===== config.mk =====
export PLATFORM = sky130hd
export DESIGN_NAME = sha256_byte_stream_hasher
export DESIGN_NICKNAME = d
export VERILOG_FILES = /design/src/sha256_pkg.sv /design/src/sha256_byte_stream_hasher.sv /design/src/sha256_core.sv
export VERILOG_INCLUDE_DIRS = /design/src /design/src/src
export SDC_FILE = /design/constraint.sdc
export NUM_CORES = 2
export LEC_CHECK = 0
export ABC_AREA = 1
export BUFFER_PORTS_ARGS = -buffer_cell sky130_fd_sc_hd__buf_2
export CORE_ASPECT_RATIO = 0.75
export CORE_MARGIN = 5
export CORE_UTILIZATION = 35
export CTS_CLUSTER_SIZE = 25
export DETAILED_ROUTE_END_ITERATION = 7
export MAX_ROUTING_LAYER = met4
export SYNTH_ARGS = -nofsm -noshare
export SYNTH_HDL_FRONTEND = slang
export SYNTH_SLANG_ARGS = --single-unit

===== constraint.sdc =====
create_clock -name clock -period 23.3 [get_ports clock]
set_input_delay 4.66 -clock clock [delete_from_list [all_inputs] [get_ports clock]]
set_output_delay 4.66 -clock clock [all_outputs]
set_load 0.1 [all_outputs]

===== src/assert_macros.svh =====
// assertion macros shared by the hasher rtl
// expects a clock named clock and an active-high reset named reset in scope
`ifndef ASSERT_MACROS_SVH
`define ASSERT_MACROS_SVH

// same-cycle implication check
`define ASSERT_IMPLIES(label, ante, cons) \
   label: assert property (@(posedge clock) disable iff (reset) (ante) |-> (cons)) \
      else $error("same-cycle implication violated");

// next-cycle implication check
`define ASSERT_NEXT(label, ante, cons) \
   label: assert property (@(posedge clock) disable iff (reset) (ante) |=> (cons)) \
      else $error("next-cycle implication violated");

`endif


===== src/sha256_pkg.sv =====
// types and constants for the sha-256 byte stream hasher
// no dependencies; used by sha256_core and the top level
package sha256_pkg;

   typedef logic [31:0] word_type;

   // commands from the byte sequencer to the compression core
   typedef struct packed {
      logic       shift_byte;
      logic [7:0] byte_data;
      logic       start;
      logic       init_chain;
   } core_cmd_type;

   // status from the compression core
   typedef struct packed {
      logic busy;
      logic done;
   } core_stat_type;

   // round constants
   localparam word_type ROUND_K [64] = '{
      32'h428a2f98, 32'h71374491, 32'hb5c0fbcf, 32'he9b5dba5,
      32'h3956c25b, 32'h59f111f1, 32'h923f82a4, 32'hab1c5ed5,
      32'hd807aa98, 32'h12835b01, 32'h243185be, 32'h550c7dc3,
      32'h72be5d74, 32'h80deb1fe, 32'h9bdc06a7, 32'hc19bf174,
      32'he49b69c1, 32'hefbe4786, 32'h0fc19dc6, 32'h240ca1cc,
      32'h2de92c6f, 32'h4a7484aa, 32'h5cb0a9dc, 32'h76f988da,
      32'h983e5152, 32'ha831c66d, 32'hb00327c8, 32'hbf597fc7,
      32'hc6e00bf3, 32'hd5a79147, 32'h06ca6351, 32'h14292967,
      32'h27b70a85, 32'h2e1b2138, 32'h4d2c6dfc, 32'h53380d13,
      32'h650a7354, 32'h766a0abb, 32'h81c2c92e, 32'h92722c85,
      32'ha2bfe8a1, 32'ha81a664b, 32'hc24b8b70, 32'hc76c51a3,
      32'hd192e819, 32'hd6990624, 32'hf40e3585, 32'h106aa070,
      32'h19a4c116, 32'h1e376c08, 32'h2748774c, 32'h34b0bcb5,
      32'h391c0cb3, 32'h4ed8aa4a, 32'h5b9cca4f, 32'h682e6ff3,
      32'h748f82ee, 32'h78a5636f, 32'h84c87814, 32'h8cc70208,
      32'h90befffa, 32'ha4506ceb, 32'hbef9a3f7, 32'hc67178f2
   };

   // initial hash values
   localparam word_type INIT_CHAIN [8] = '{
      32'h6a09e667, 32'hbb67ae85, 32'h3c6ef372, 32'ha54ff53a,
      32'h510e527f, 32'h9b05688c, 32'h1f83d9ab, 32'h5be0cd19
   };

   localparam logic [7:0] PAD_MARK = 8'h80;
   localparam logic [5:0] LEN_POS  = 6'd56;
   localparam logic [5:0] LAST_POS = 6'd63;

endpackage


===== src/sha256_byte_stream_hasher.sv =====
// sha-256 byte stream hasher: at most one byte per item, digest on the item marked last.
// a byte item that does not complete a block only shifts its byte in; one that
// completes a 64-byte block is loaded, then the core is started, runs 64 rounds and
// adds the chain before a new item is taken. a last item adds pad bytes up to the
// block end and one or two compressions, then loads the digest register.
// synchronous active-high reset restores the initial hash values and clears counts.
`include "assert_macros.svh"

module sha256_byte_stream_hasher (
   input  logic         clock,
   input  logic         reset,
   input  logic         req_tvalid,
   output logic         req_tready,
   input  logic [7:0]   req_tdata,   // [7:0] data_byte
   input  logic         req_tuser,   // [0] byte_present
   input  logic         req_tlast,   // last_byte
   output logic         rsp_tvalid,
   input  logic         rsp_tready,
   output logic [255:0] rsp_tdata    // [63:0] digest_part_0, [127:64] digest_part_1,
                                     // [191:128] digest_part_2, [255:192] digest_part_3
);
   import sha256_pkg::*;

   localparam logic [2:0] S_IDLE = 3'd0;
   localparam logic [2:0] S_PAD  = 3'd1;
   localparam logic [2:0] S_KICK = 3'd2;
   localparam logic [2:0] S_WAIT = 3'd3;
   localparam logic [2:0] S_EMIT = 3'd4;

   logic [2:0]   state_ff, state_in;
   logic [5:0]   fill_ff, fill_in;
   logic [63:0]  bits_ff, bits_in;
   logic         last_pend_ff, last_pend_in;
   logic         sent80_ff, sent80_in;
   logic         len_ok_ff, len_ok_in;
   logic         final_ff, final_in;
   logic         rsp_valid_ff, rsp_valid_in;
   logic [255:0] rsp_data_ff, rsp_data_in;

   core_cmd_type  core_cmd;
   core_stat_type core_stat;
   logic [255:0]  chain_flat;

   logic       accept;
   logic       in_len;
   logic [2:0] len_idx;
   logic [7:0] pad_byte;
   logic       out_free;

   sha256_core u_core (
      .clock      (clock),
      .reset      (reset),
      .cmd        (core_cmd),
      .stat       (core_stat),
      .chain_flat (chain_flat)
   );

   assign req_tready = (state_ff == S_IDLE);
   assign accept     = req_tvalid && req_tready;
   assign out_free   = !rsp_valid_ff || rsp_tready;

   // padding byte: marker, zeros, then the bit length most significant byte first
   assign in_len   = sent80_ff && len_ok_ff && (fill_ff >= LEN_POS);
   assign len_idx  = 3'd7 - fill_ff[2:0];
   assign pad_byte = !sent80_ff ? PAD_MARK : (in_len ? bits_ff[{len_idx, 3'b000} +: 8] : 8'h00);

   // digest word order: part 0 holds chain words 0 and 1, word 0 in the top half
   always_comb begin
      for (int i = 0; i < 4; i++) begin
         rsp_data_in[64*i +: 64] = {chain_flat[64*i +: 32], chain_flat[64*i + 32 +: 32]};
      end
   end

   // byte sequencer
   always_comb begin
      state_in     = state_ff;
      fill_in      = fill_ff;
      bits_in      = bits_ff;
      last_pend_in = last_pend_ff;
      sent80_in    = sent80_ff;
      len_ok_in    = len_ok_ff;
      final_in     = final_ff;
      rsp_valid_in = rsp_valid_ff && !rsp_tready;
      core_cmd     = '0;
      case (state_ff)
         S_IDLE: begin
            if (accept) begin
               last_pend_in = req_tlast;
               sent80_in    = 1'b0;
               len_ok_in    = 1'b0;
               final_in     = 1'b0;
               if (req_tuser) begin
                  core_cmd.shift_byte = 1'b1;
                  core_cmd.byte_data  = req_tdata;
                  fill_in             = fill_ff + 6'd1;
                  bits_in             = bits_ff + 64'd8;
               end
               if (req_tuser && (fill_ff == LAST_POS)) begin
                  state_in = S_KICK;
               end else if (req_tlast) begin
                  state_in = S_PAD;
               end
            end
         end
         S_PAD: begin
            core_cmd.shift_byte = 1'b1;
            core_cmd.byte_data  = pad_byte;
            fill_in             = fill_ff + 6'd1;
            if (!sent80_ff) begin
               sent80_in = 1'b1;
               len_ok_in = (fill_ff < LEN_POS);
            end
            if (fill_ff == LAST_POS) begin
               final_in = in_len;
               state_in = S_KICK;
            end
         end
         S_KICK: begin
            core_cmd.start = 1'b1;
            state_in       = S_WAIT;
         end
         S_WAIT: begin
            if (core_stat.done) begin
               if (final_ff) begin
                  state_in = S_EMIT;
               end else if (sent80_ff) begin
                  len_ok_in = 1'b1;
                  state_in  = S_PAD;
               end else if (last_pend_ff) begin
                  state_in = S_PAD;
               end else begin
                  state_in = S_IDLE;
               end
            end
         end
         S_EMIT: begin
            if (out_free) begin
               rsp_valid_in        = 1'b1;
               core_cmd.init_chain = 1'b1;
               bits_in             = '0;
               final_in            = 1'b0;
               last_pend_in        = 1'b0;
               state_in            = S_IDLE;
            end
         end
         default: begin
            state_in = S_IDLE;
         end
      endcase
   end

   // control registers
   always_ff @(posedge clock) begin
      if (reset) begin
         state_ff     <= S_IDLE;
         fill_ff      <= '0;
         bits_ff      <= '0;
         last_pend_ff <= 1'b0;
         sent80_ff    <= 1'b0;
         len_ok_ff    <= 1'b0;
         final_ff     <= 1'b0;
         rsp_valid_ff <= 1'b0;
      end else begin
         state_ff     <= state_in;
         fill_ff      <= fill_in;
         bits_ff      <= bits_in;
         last_pend_ff <= last_pend_in;
         sent80_ff    <= sent80_in;
         len_ok_ff    <= len_ok_in;
         final_ff     <= final_in;
         rsp_valid_ff <= rsp_valid_in;
      end
   end

   // digest output register
   always_ff @(posedge clock) begin
      if ((state_ff == S_EMIT) && out_free) begin
         rsp_data_ff <= rsp_data_in;
      end
   end

   assign rsp_tvalid = rsp_valid_ff;
   assign rsp_tdata  = rsp_data_ff;

   `ASSERT_IMPLIES(a_core_idle_on_accept, req_tready, !core_stat.busy)
   `ASSERT_IMPLIES(a_done_only_waiting, core_stat.done, state_ff == S_WAIT)
   `ASSERT_IMPLIES(a_digest_from_emit, $rose(rsp_valid_ff), $past(state_ff) == S_EMIT)
   `ASSERT_NEXT(a_counts_clear_after_digest, (state_ff == S_EMIT) && out_free,
                (fill_ff == 6'd0) && (bits_ff == 64'd0))

endmodule


===== src/sha256_core.sv =====
// sha-256 compression core: 512-bit block shift line, one round per cycle
// depends on sha256_pkg and assert_macros.svh
`include "assert_macros.svh"

module sha256_core (
   input  logic                      clock,
   input  logic                      reset,
   input  sha256_pkg::core_cmd_type  cmd,
   output sha256_pkg::core_stat_type stat,
   output logic [255:0]              chain_flat
);
   import sha256_pkg::*;

   localparam logic [1:0] C_IDLE  = 2'd0;
   localparam logic [1:0] C_ROUND = 2'd1;
   localparam logic [1:0] C_ADD   = 2'd2;

   logic [1:0]   c_state_ff, c_state_in;
   logic [5:0]   round_ff, round_in;
   logic [511:0] sched_ff, sched_in;
   word_type     work_ff [8];
   word_type     work_in [8];
   word_type     chain_ff [8];
   word_type     chain_in [8];

   word_type w_cur, w_1, w_9, w_14, w_new, sig0, sig1;
   word_type big0, big1, choose, major, t1, t2;

   function automatic word_type rotr(input word_type v, input int n);
      rotr = (v >> n) | (v << (32 - n));
   endfunction

   // message schedule taps, oldest word at the top of the line
   assign w_cur = sched_ff[511:480];
   assign w_1   = sched_ff[479:448];
   assign w_9   = sched_ff[223:192];
   assign w_14  = sched_ff[63:32];
   assign sig0  = rotr(w_1, 7) ^ rotr(w_1, 18) ^ (w_1 >> 3);
   assign sig1  = rotr(w_14, 17) ^ rotr(w_14, 19) ^ (w_14 >> 10);
   assign w_new = sig1 + w_9 + sig0 + w_cur;

   // round function on the working variables
   assign big1   = rotr(work_ff[4], 6) ^ rotr(work_ff[4], 11) ^ rotr(work_ff[4], 25);
   assign choose = (work_ff[4] & work_ff[5]) ^ (~work_ff[4] & work_ff[6]);
   assign t1     = work_ff[7] + big1 + choose + ROUND_K[round_ff] + w_cur;
   assign big0   = rotr(work_ff[0], 2) ^ rotr(work_ff[0], 13) ^ rotr(work_ff[0], 22);
   assign major  = (work_ff[0] & work_ff[1]) ^ (work_ff[0] & work_ff[2])
                 ^ (work_ff[1] & work_ff[2]);
   assign t2     = big0 + major;

   // sequencer and datapath next values
   always_comb begin
      c_state_in = c_state_ff;
      round_in   = round_ff;
      sched_in   = sched_ff;
      work_in    = work_ff;
      chain_in   = chain_ff;
      if (cmd.shift_byte) begin
         sched_in = {sched_ff[503:0], cmd.byte_data};
      end
      if (cmd.init_chain) begin
         chain_in = INIT_CHAIN;
      end
      case (c_state_ff)
         C_IDLE: begin
            if (cmd.start) begin
               work_in    = chain_ff;
               round_in   = '0;
               c_state_in = C_ROUND;
            end
         end
         C_ROUND: begin
            work_in[7] = work_ff[6];
            work_in[6] = work_ff[5];
            work_in[5] = work_ff[4];
            work_in[4] = work_ff[3] + t1;
            work_in[3] = work_ff[2];
            work_in[2] = work_ff[1];
            work_in[1] = work_ff[0];
            work_in[0] = t1 + t2;
            sched_in   = {sched_ff[479:0], w_new};
            round_in   = round_ff + 6'd1;
            if (round_ff == LAST_POS) begin
               c_state_in = C_ADD;
            end
         end
         C_ADD: begin
            for (int i = 0; i < 8; i++) begin
               chain_in[i] = chain_ff[i] + work_ff[i];
            end
            c_state_in = C_IDLE;
         end
         default: begin
            c_state_in = C_IDLE;
         end
      endcase
   end

   // control and chain registers
   always_ff @(posedge clock) begin
      if (reset) begin
         c_state_ff <= C_IDLE;
         round_ff   <= '0;
         chain_ff   <= INIT_CHAIN;
      end else begin
         c_state_ff <= c_state_in;
         round_ff   <= round_in;
         chain_ff   <= chain_in;
      end
   end

   // payload registers
   always_ff @(posedge clock) begin
      sched_ff <= sched_in;
      work_ff  <= work_in;
   end

   assign stat.busy = (c_state_ff != C_IDLE);
   assign stat.done = (c_state_ff == C_ADD);

   always_comb begin
      for (int i = 0; i < 8; i++) begin
         chain_flat[32*i +: 32] = chain_ff[i];
      end
   end

   `ASSERT_IMPLIES(a_start_when_idle, cmd.start, c_state_ff == C_IDLE)
   `ASSERT_IMPLIES(a_no_shift_in_rounds, cmd.shift_byte, c_state_ff == C_IDLE)
   `ASSERT_NEXT(a_add_after_last_round, (c_state_ff == C_ROUND) && (round_ff == LAST_POS),
                (c_state_ff == C_ADD) && (round_ff == 6'd0))

endmodule

==> Implementation_results.wiki <==
{| class="wikitable"
! Metric !! Value
|-
| Primary FF master, synth || edfxtp_1
|-
| Starting Density || 0.352
|-
| Total CTS buffers || 153
|-
| Proportion of netlist area held by the largest area contributor || 0.349
|-
| TritonCTS clock tree || done
|-
| DP Wirelength || 264000 microns
|-
| Total detailed-routing wirelength || around 340000 microns
|-
| Antenna Nets Post-Route || 0
|-
| Total of buffers placed on input and output ports || ~270
|-
| Unique masters post-synth || 64
|-
| Number of antenna violations at the first check in global routing || 8
|-
| Final Hold Violating Endpoints || 0
|-
| Most frequent cell after synthesis || nand2_1
|-
| Fraction of layout cells with a size suffix above 1 || 0.0537
|-
| GR Overflow Total || 0
|-
| Max incr delay on CP || around 0.67 ns
|-
| Worst setup EP type || flip-flop
|-
| Width of the chip || 589 microns
|-
| Final-stage net count || 11917
|-
| Depth of the worst register-to-register path || 37
|-
| Number of core rows || 159
|-
| Asr flop ratio synth || 0
|-
| Worst path top cell family by delay || adder cells
|-
| End of the worst hold path || fill_ff[5]
|-
| Clock insertion delay at the later pin of the skew report || 0.87 ns
|-
| Pins over their slew limit || 0
|-
| Destination of the worst register-to-register timing path || u_core.work_ff[251]
|-
| Maximum fanout count along the critical path || 12
|-
| Filler Cell Count || 26072
|-
| Most frequent cells after synthesis || nand2_1 (3564), inv_1 (1296), edfxtp_1 (1024)
|-
| Count of state elements after synthesis || around 1400
|-
| Area taken by flip-flops and latches || between 30000 and 40000 sq um
|-
| Leading cell types by total area after synthesis || edfxtp_1 (35%), nand2_1 (15%), dfxtp_1 (7.7%)
|-
| Die Ht || 444 microns
|-
| Biggest area consumer among synthesized cells || edfxtp_1
|-
| Core ar. || 250000 sq um
|-
| Library cell contributing the largest single delay on the critical path || dfxtp_1
|-
| Post-CTS setup buffer count || 0
|-
| Hold buffers post-CTS || 0
|-
| Required time at the endpoint of the critical path || 23.86 ns
|-
| TNS Setup || 0 ns
|-
| Post-Syn Nets || about 12000
|-
| Top achievable clock speed || 107 MHz
|-
| WP buf/inv || 10
|-
| Count of warnings emitted by yosys || 0
|-
| Routability cong. || 1.05
|-
| RSZ-0062 raised after global routing || false
|-
| Violated checks || DRC
|-
| Cell depth of the worst min-delay path || 2
|-
| DRC violations left || 1
|-
| Total number of vias || 78924
|-
| Period utilisation layout || 0.402
|-
| Global-route wire length before repair || 496000 microns
|-
| Maximum number of pins on one net before global-route repair || 202
|-
| Sequential fraction of the synthesis area || 0.426
|-
| Post-DR vias/cell || 5.36
|-
| Final setup violating endpoints || 0
|-
| Maximum level of the CTS H-tree || 4
|-
| Bufs on Longest Clock Path || 4
|-
| Mean area per synthesized cell || 7.83 sq um
|-
| Worst min path class || flip-flop to flip-flop
|-
| Final Critical Period || 9.36 ns
|-
| Layout-stage area growth over the synthesis result || 10.5%
|-
| Register clock-pin slew on the reported worst setup and hold paths || 0.06 ns
|-
| Root buffer cell || clkbuf_16
|-
| Most frequent CP cell || inv_1
|-
| Slew at the pin closest to its max-slew limit || between 1 and 1.5 ns
|-
| Status || finished with violations
|-
| Post-cts gate resize count || 0
|-
| Hold Path Origin || fill_ff[5]
|-
| Die Footprint || 262000 sq um
|-
| Router iterations before antenna repair || 8
|-
| Startpoint-to-endpoint class of the critical path || flip-flop to flip-flop
|-
| Total standard cell area after synthesis || 88000 sq um
|-
| Number of synthesized flops with an enable pin || 1024
|-
| CP startpoint kind || flip-flop
|-
| Slew headroom || 0.193
|-
| Clock Sinks || 1363
|-
| Register-to-register path setup slack || 13.94 ns
|-
| Final Skew || 0.0875 ns
|-
| Signal arrival time at the worst endpoint || approximately 9.9 ns
|-
| Cells after synthesis || approximately 11000
|-
| Per-cell routed wire length || 23.3 microns
|-
| Number of maximum-capacitance violations || 0
|-
| Multi-input combinational cell area || 44000 sq um
|-
| Iter 0 DRT Violations || 10056
|-
| Boundary Pins || roughly 270
|-
| Vias in the first global route || 71470
|-
| Start of the worst register-to-register path || u_core.round_ff[1]
|-
| Overall track demand over capacity in global routing || 0.259
|}
==> worst max-delay path by stage <==
stage | start | to | cells after the start
detailed placement | u_core.round_ff[1] | u_core.work_ff[251] | 37
finish | u_core.round_ff[1] | u_core.work_ff[251] | 37
global placement | u_core.round_ff[0] | u_core.work_ff[251] | 36
CTS | u_core.round_ff[0] | u_core.work_ff[251] | 37
global route | u_core.round_ff[1] | u_core.work_ff[251] | 37
floorplan | req_tuser | u_core.sched_ff[0] | 4
==> metrics by stage <==
step / area (sq um) / hold slack, ns / utilization / setup slack (ns) / cells
after global routing: 97300 / 0.486 / 0.389 / 13.50 / 14724
after CTS: 97300 / 0.472 / 0.389 / 14.11 / 14723
after floorplan: 88000 / 0.437 / - / 6.28 / 11238
after global placement: 92400 / 0.452 / 0.369 / 14.12 / 14458
after detailed placement: 92400 / 0.459 / 0.369 / 14.15 / 14458
final: 97300 / 0.469 / 0.389 / 13.94 / 14731
==> routing by layer <==
layer | global-route usage | vias up | routed length (microns)
met5 | - | - | 0
met4 | 0.0553 | 0 | 8160
met3 | 0.0616 | 385 | 38400
met2 | 0.340 | 3731 | 132000
met1 | 0.398 | 37533 | 164000
li1 | - | 37275 | -
==> area by class of cell <==
type | count | area share
Clock inverter | 64 | 0.00644
Multi-Input combinational cell | 8157 | 0.452
Inverter | 1311 | 0.0509
Clock buffer | 201 | 0.0430
Tap cell | 3300 | 0.0424
Antenna cell | 8 | 0.000206
Timing Repair Buffer | 327 | 0.0187
Sequential cell | 1363 | 0.386
==> cells in the final DEF (no fill, tap or decap), drive strengths merged, types with 19 or more instances in the layout <==
cell    count
a21oi     793
o22ai      30
o21ai     898
nor4       29
inv      1313
nor2      705
clkinv     42
a21o       42
o21a       42
xor2      204
fa        195
edfxtp   1024
dfxtp     339
o211ai     25
nand2    3574
ha        395
buf       327
nand3     586
nor3      111
or2        19
xnor2     131
nand3b     26
a21boi     23
clkbuf    201
o21bai     71
a31oi      36
nand4     119
==> worst register-to-register path: cells and delay by family (launching register included) <==
family / cells / cell delay, ns
AOI/OAI and AO/OA: 3 / 0.74
xor gates and xnor gates: 1 / 0.36
adders and majority gates: 7 / 3.26
buffers and inverters: 10 / 1.21
DFF: 1 / 0.67
and+or+nand+nor: 16 / 2.83
==> flip-flops by register name, indices dropped and copies added (netlist names), 2 cells and up <==
register           count
u_core.c_state_ff      2
u_core.sched_ff      512
fill_ff                6
state_ff               3
u_core.round_ff        6
rsp_tdata            256
u_core.work_ff       256
u_core.chain_flat    256
bits_ff               61
==> kinds of logic after synthesis <==
group / count (synthesis) / share of synthesized area
compound gates: 2026 / 0.125
xor+xnor: 335 / 0.0333
fa+ha+maj: 592 / 0.101
buf+inv: 1718 / 0.0741
flops: 1363 / 0.426
mux: 7 / 0.000796
simple gates: 5197 / 0.240
Power is left out: the tool's default activity adds up to more than one toggle a clock period on the data nets, which glitch-free logic cannot reach.
